## config.mk

```make
export PLATFORM = sky130hd
export DESIGN_NAME = spg_phase
export DESIGN_NICKNAME = d
export VERILOG_FILES = /design/src/sinusoidal_pose_generator_top_defines.svh /design/src/spg_phase.sv
export SDC_FILE = /design/constraint.sdc
export NUM_CORES = 2
export LEC_CHECK = 0
export BUFFER_PORTS_ARGS = -buffer_cell sky130_fd_sc_hd__buf_2
export CAP_MARGIN = 0
export CORE_ASPECT_RATIO = 1.25
export CORE_MARGIN = 5
export CORE_UTILIZATION = 60
export DETAILED_ROUTE_END_ITERATION = 16
export PLACE_DENSITY_LB_ADDON = 0.05
export REMOVE_ABC_BUFFERS = 1
export SLEW_MARGIN = 20
export SYNTH_ARGS = -nofsm -noshare
export SYNTH_HDL_FRONTEND = slang
export SYNTH_SLANG_ARGS = --single-unit
```

## constraint.sdc

```tcl
create_clock -name clk -period 6.5 [get_ports clk]
set_input_delay 0.325 -clock clk [delete_from_list [all_inputs] [get_ports clk]]
set_output_delay 0.325 -clock clk [all_outputs]
set_load 0.02 [all_outputs]
```

## src/sinusoidal_pose_generator_top_defines.svh

```systemverilog
// Assertion macros for the sinusoidal pose generator.
// Used by sinusoidal_pose_generator_top; expects clk and rst in scope.
`ifndef SINUSOIDAL_POSE_GENERATOR_TOP_DEFINES_SVH
`define SINUSOIDAL_POSE_GENERATOR_TOP_DEFINES_SVH

// same-cycle implication
`define SPG_ASSERT_NOW(label, ante, cons) \
  label: assert property (@(posedge clk) disable iff (rst) (ante) |-> (cons)) \
    else $error("spg check failed");

// next-cycle implication
`define SPG_ASSERT_NEXT(label, ante, cons) \
  label: assert property (@(posedge clk) disable iff (rst) (ante) |=> (cons)) \
    else $error("spg check failed");

`endif

```

## src/spg_phase.sv

```systemverilog
// Phase accumulator product: dt * rate mod 2^48, split into 24-bit partials.
// Depends on nothing outside this file.
module spg_phase (
  input  logic        clk,
  input  logic        en_mul,
  input  logic        en_sum,
  input  logic [39:0] dt,
  input  logic [47:0] rate,
  output logic [47:0] phase
);

  logic [47:0] prod_ll;
  logic [23:0] prod_lh;
  logic [23:0] prod_hl;
  logic [47:0] mul_lh;
  logic [39:0] mul_hl;

  assign mul_lh = dt[23:0] * rate[47:24];
  assign mul_hl = dt[39:24] * rate[23:0];

  always_ff @(posedge clk) begin
    if (en_mul) begin
      prod_ll <= dt[23:0] * rate[23:0];
      prod_lh <= mul_lh[23:0];
      prod_hl <= mul_hl[23:0];
    end
    if (en_sum) begin
      phase <= prod_ll + {prod_lh + prod_hl, 24'd0};
    end
  end

endmodule

```

==> Flow_metrics.wiki <==
{| class="wikitable"
! Metric !! Value
|-
| Met1 track utilization from global routing || 35.4%
|-
| Remaining number of nets flagged by the antenna check after routing || 0
|-
| Number of hold-repair buffers added at the cts stage || 0
|-
| Total of endpoints with negative setup slack in the final report || 0
|-
| Number of DRC violations after detailed routing || 0
|-
| Antenna violations before repair || 4
|-
| Worst slack at placement || -0.521 ns
|-
| Worst setup margin || 0.136 ns
|-
| Distinct cell type count after synthesis || between 60 and 70
|-
| Total Routing Usage GR || 30.1%
|-
| Clock tree from TritonCTS || built
|-
| Starting utilization of the core area || 60.7%
|-
| Most used standard cell by instance count after synthesis || sky130_fd_sc_hd__inv_1
|-
| Proportion of register bits with asynchronous set or reset after synthesis || 0%
|-
| Detailed Route Iter0 Violations || roughly 1400
|-
| Total number of clock tree sinks || about 140
|-
| Relative slew slack || 25.6%
|-
| Number of instances in the synthesized netlist || 4476
|-
| Number of top-level pins || 139
|-
| MaxCap Viol Count || 0
|-
| Root buf cell || sky130_fd_sc_hd__clkbuf_16
|-
| Number of warnings reported in the yosys synthesis log || 0
|-
| Pin count of the biggest net entering global routing || 53
|-
| Class of the tightest hold or removal check || input pin to flop
|-
| Area share of the largest cell type after synthesis || 42.8%
|-
| Arrival time at the worst endpoint || 6.57 ns
|-
| RSZ-0062 raised after global routing || yes
|-
| Peak-usage layer in the global routing report || met2
|-
| Max Transition Viols Final || 0
|-
| Number of global-route vias before repair || ~33000
|-
| Number of I/O port buffers || 138
|-
| Detailed Route WL || 110000 um
|-
| Floorplan Core Area || 68400 um2
|-
| Clock-pin slew of the registers on the worst-case setup and hold paths || 0.06 ns
|-
| Critical setup path kind || input pin to flop
|-
| Most common flop cell mapped by yosys || sky130_fd_sc_hd__edfxtp_1
|-
| Maximum count of clock buffers along a single path || 2
|-
| Max Fanout on Critical Path || 11
|-
| H-Tree Depth || 4
|-
| Count of buffer and inverter cells on the critical path || 7
|-
| CTS Buf Count || 17
|-
| Max stage delay cell, worst path || sky130_fd_sc_hd__fa_1
|-
| Routed WL per cell || 19.4 um
|-
| Critical Path Max Stage Delay || 0.56 ns
|-
| Drt via density || 5.36
|-
| Cell type with the highest occurrence count on the critical path || sky130_fd_sc_hd__fa_1
|-
| Synthesized flop and latch total || 144
|-
| Layout area overhead || 10.9%
|-
| Required @ worst endpoint || ~6.7 ns
|-
| Avg Cell Area, Syn || roughly 9.3 um2
|-
| Post-synthesis instance area || 41500 um2
|-
| Met3 Usage GRT || 3.34%
|-
| Sequential cell area fraction in the yosys report || 10.4%
|-
| Floorplan die height || 304 um
|-
| Element type at the critical path end || flop
|-
| Most common library cells after synthesis || 1021 x sky130_fd_sc_hd__inv_1, 889 x sky130_fd_sc_hd__fa_1, 706 x sky130_fd_sc_hd__nand2_1
|-
| Critical R2R Launch || prod_hl[0]
|-
| Gp weighted congestion || 0.920
|-
| Top area cells in the synthesized netlist || sky130_fd_sc_hd__fa_1 43%, sky130_fd_sc_hd__ha_1 11%, sky130_fd_sc_hd__edfxtp_1 10%
|-
| Clock insertion delay at the later pin of the skew report || 0.46 ns
|-
| Die Area || 74600 um2
|-
| Transition time at the pin with the least slew margin || 1.11 ns
|-
| Global-route met2 utilization || between 50% and 60%
|-
| Overflow left after global routing || 0
|-
| Min Clock Period, post-route || 6.36 ns
|-
| Portion of the clock cycle consumed by the worst path in the final layout || 97.9%
|-
| Share of layout cells above drive strength 1 || 11.7%
|-
| Wire length of the first global-routing pass || 176000 um
|-
| Peak Freq || 157 MHz
|-
| Worst hold start || en_mul
|-
| Die width || 245 um
|-
| Endpoints failing hold || 0
|-
| Number of flops mapped to enable cells by yosys || 144
|-
| Biggest area consumer among synthesized cells || sky130_fd_sc_hd__fa_1
|-
| Worst Skew || about 0.014 ns
|-
| Largest delay share family, worst path || adder cells
|-
| Half-perimeter wire length of the detailed placement result || 94900 um
|-
| Outcome || completed
|-
| Vias after detailed routing || 30400
|-
| Number of filler cells placed in the layout || between 5000 and 6000
|-
| Crit path from || rate[0]
|-
| Number of cell rows || 107
|-
| First-pass iteration count of the detailed router || 6
|-
| Crit start category || input pin
|-
| Final nets || around 6100
|}
## stage by stage
step           instances  util, %  hold WS, ns  setup TNS [ns]  instance area (um2)
2_1_floorplan       4251        -        0.400               0                40700
3_3_place_gp        5637     65.8        0.403           -7.49                45000
3_5_place_dp        5637     65.8        0.405           -8.66                45000
4_1_cts             5670     66.7        0.386               0                45700
5_1_grt             5677     67.3        0.402         -0.0653                46100
6_report            5679     67.3        0.389               0                46100
## sequential cells by signal, indices dropped and copies added, names as in the netlist
register / cells
phase: 48
prod_hl: 24
prod_lh: 24
prod_ll: 48
## cell families (layout without fill, tap and decap cells)
group | after synthesis | in the layout | synth area share [%]
XOR/XNOR | 197 | 197 | 4.15
adder cells (fa/ha/maj) | 1249 | 1249 | 53.7
flip-flops | 144 | 144 | 10.4
AND/OR/NAND/NOR | 1338 | 1338 | 15.5
buffers and inverters | 1246 | 1518 | 11.3
AO/OA/AOI/OAI | 302 | 302 | 5.01
other | 0 | 5 | 0
## layout by cell type, fill, tap and decap left out, types with 15 or more instances in the layout
| cell type | n |
|---|---|
| sky130_fd_sc_hd__o21ai_0 | 34 |
| sky130_fd_sc_hd__o21ai_1 | 15 |
| sky130_fd_sc_hd__clkbuf_16 | 18 |
| sky130_fd_sc_hd__and2_1 | 479 |
| sky130_fd_sc_hd__inv_1 | 1019 |
| sky130_fd_sc_hd__o21bai_1 | 18 |
| sky130_fd_sc_hd__buf_4 | 315 |
| sky130_fd_sc_hd__nand3_1 | 16 |
| sky130_fd_sc_hd__nor3_1 | 19 |
| sky130_fd_sc_hd__a21oi_1 | 93 |
| sky130_fd_sc_hd__fa_1 | 881 |
| sky130_fd_sc_hd__ha_1 | 351 |
| sky130_fd_sc_hd__nand2_1 | 705 |
| sky130_fd_sc_hd__xnor2_1 | 150 |
| sky130_fd_sc_hd__nor2_1 | 62 |
| sky130_fd_sc_hd__buf_2 | 115 |
| sky130_fd_sc_hd__a21o_1 | 49 |
| sky130_fd_sc_hd__xor2_1 | 46 |
| sky130_fd_sc_hd__edfxtp_1 | 144 |
## final timing paths
| check | end | slack (ns) | depth (start not counted) |
|---|---|---|---|
| max reg2reg | phase[47] | 1.60 | 20 |
| min reg2reg | phase[17] | 0.42 | 0 |
| min | prod_ll[45] | 0.39 | 1 |
| max | prod_ll[46] | 0.14 | 25 |
## worst reg2reg max path, stage by stage, from the launching register on
cell	delay, ns
sky130_fd_sc_hd__edfxtp_1	0.48
sky130_fd_sc_hd__ha_1	0.27
sky130_fd_sc_hd__fa_1	0.42
sky130_fd_sc_hd__a21o_1	0.19
sky130_fd_sc_hd__a21oi_1	0.23
sky130_fd_sc_hd__nand2b_1	0.17
sky130_fd_sc_hd__a21oi_1	0.12
sky130_fd_sc_hd__o21ai_1	0.28
sky130_fd_sc_hd__o21bai_1	0.09
sky130_fd_sc_hd__a21oi_1	0.17
sky130_fd_sc_hd__xnor2_1	0.10
sky130_fd_sc_hd__ha_1	0.34
sky130_fd_sc_hd__nand2_1	0.08
sky130_fd_sc_hd__o21ai_1	0.27
sky130_fd_sc_hd__nor3_1	0.08
sky130_fd_sc_hd__a211oi_1	0.47
sky130_fd_sc_hd__nor2_1	0.09
sky130_fd_sc_hd__nor2_1	0.10
sky130_fd_sc_hd__o21ai_0	0.10
sky130_fd_sc_hd__a21oi_1	0.44
sky130_fd_sc_hd__xnor2_1	0.13
## per-layer routing
| layer | part of all wire [%] | vias to the layer above |
|---|---|---|
| met5 | 0.010 | - |
| met4 | 6.7 | 2 |
| met3 | 4.7 | 294 |
| met2 | 52 | 807 |
| met1 | 36 | 15600 |
| li1 | - | 13700 |
## area by class of cell
class	count	area, um2	area share [%]
tap	926	1160	2.52
inverter	1021	3830	8.32
clock buffer	17	425	0.924
multi-input combinational	3086	32700	71.1
antenna	5	12.5	0.0272
sequential	144	4320	9.39
clock inverter	15	170	0.369
timing repair buffer	465	3390	7.37
## timing repair
action | in CTS | in global routing
buffers inserted | 1 | 3
cloned | 0 | 1
resized for setup | 2 | 93
pin swaps | 1 | 45
endpoints found under the setup margin | 2 | 20
Power is left out: the tool's default activity adds up to more than one toggle a clock period on the data nets, which glitch-free logic cannot reach.
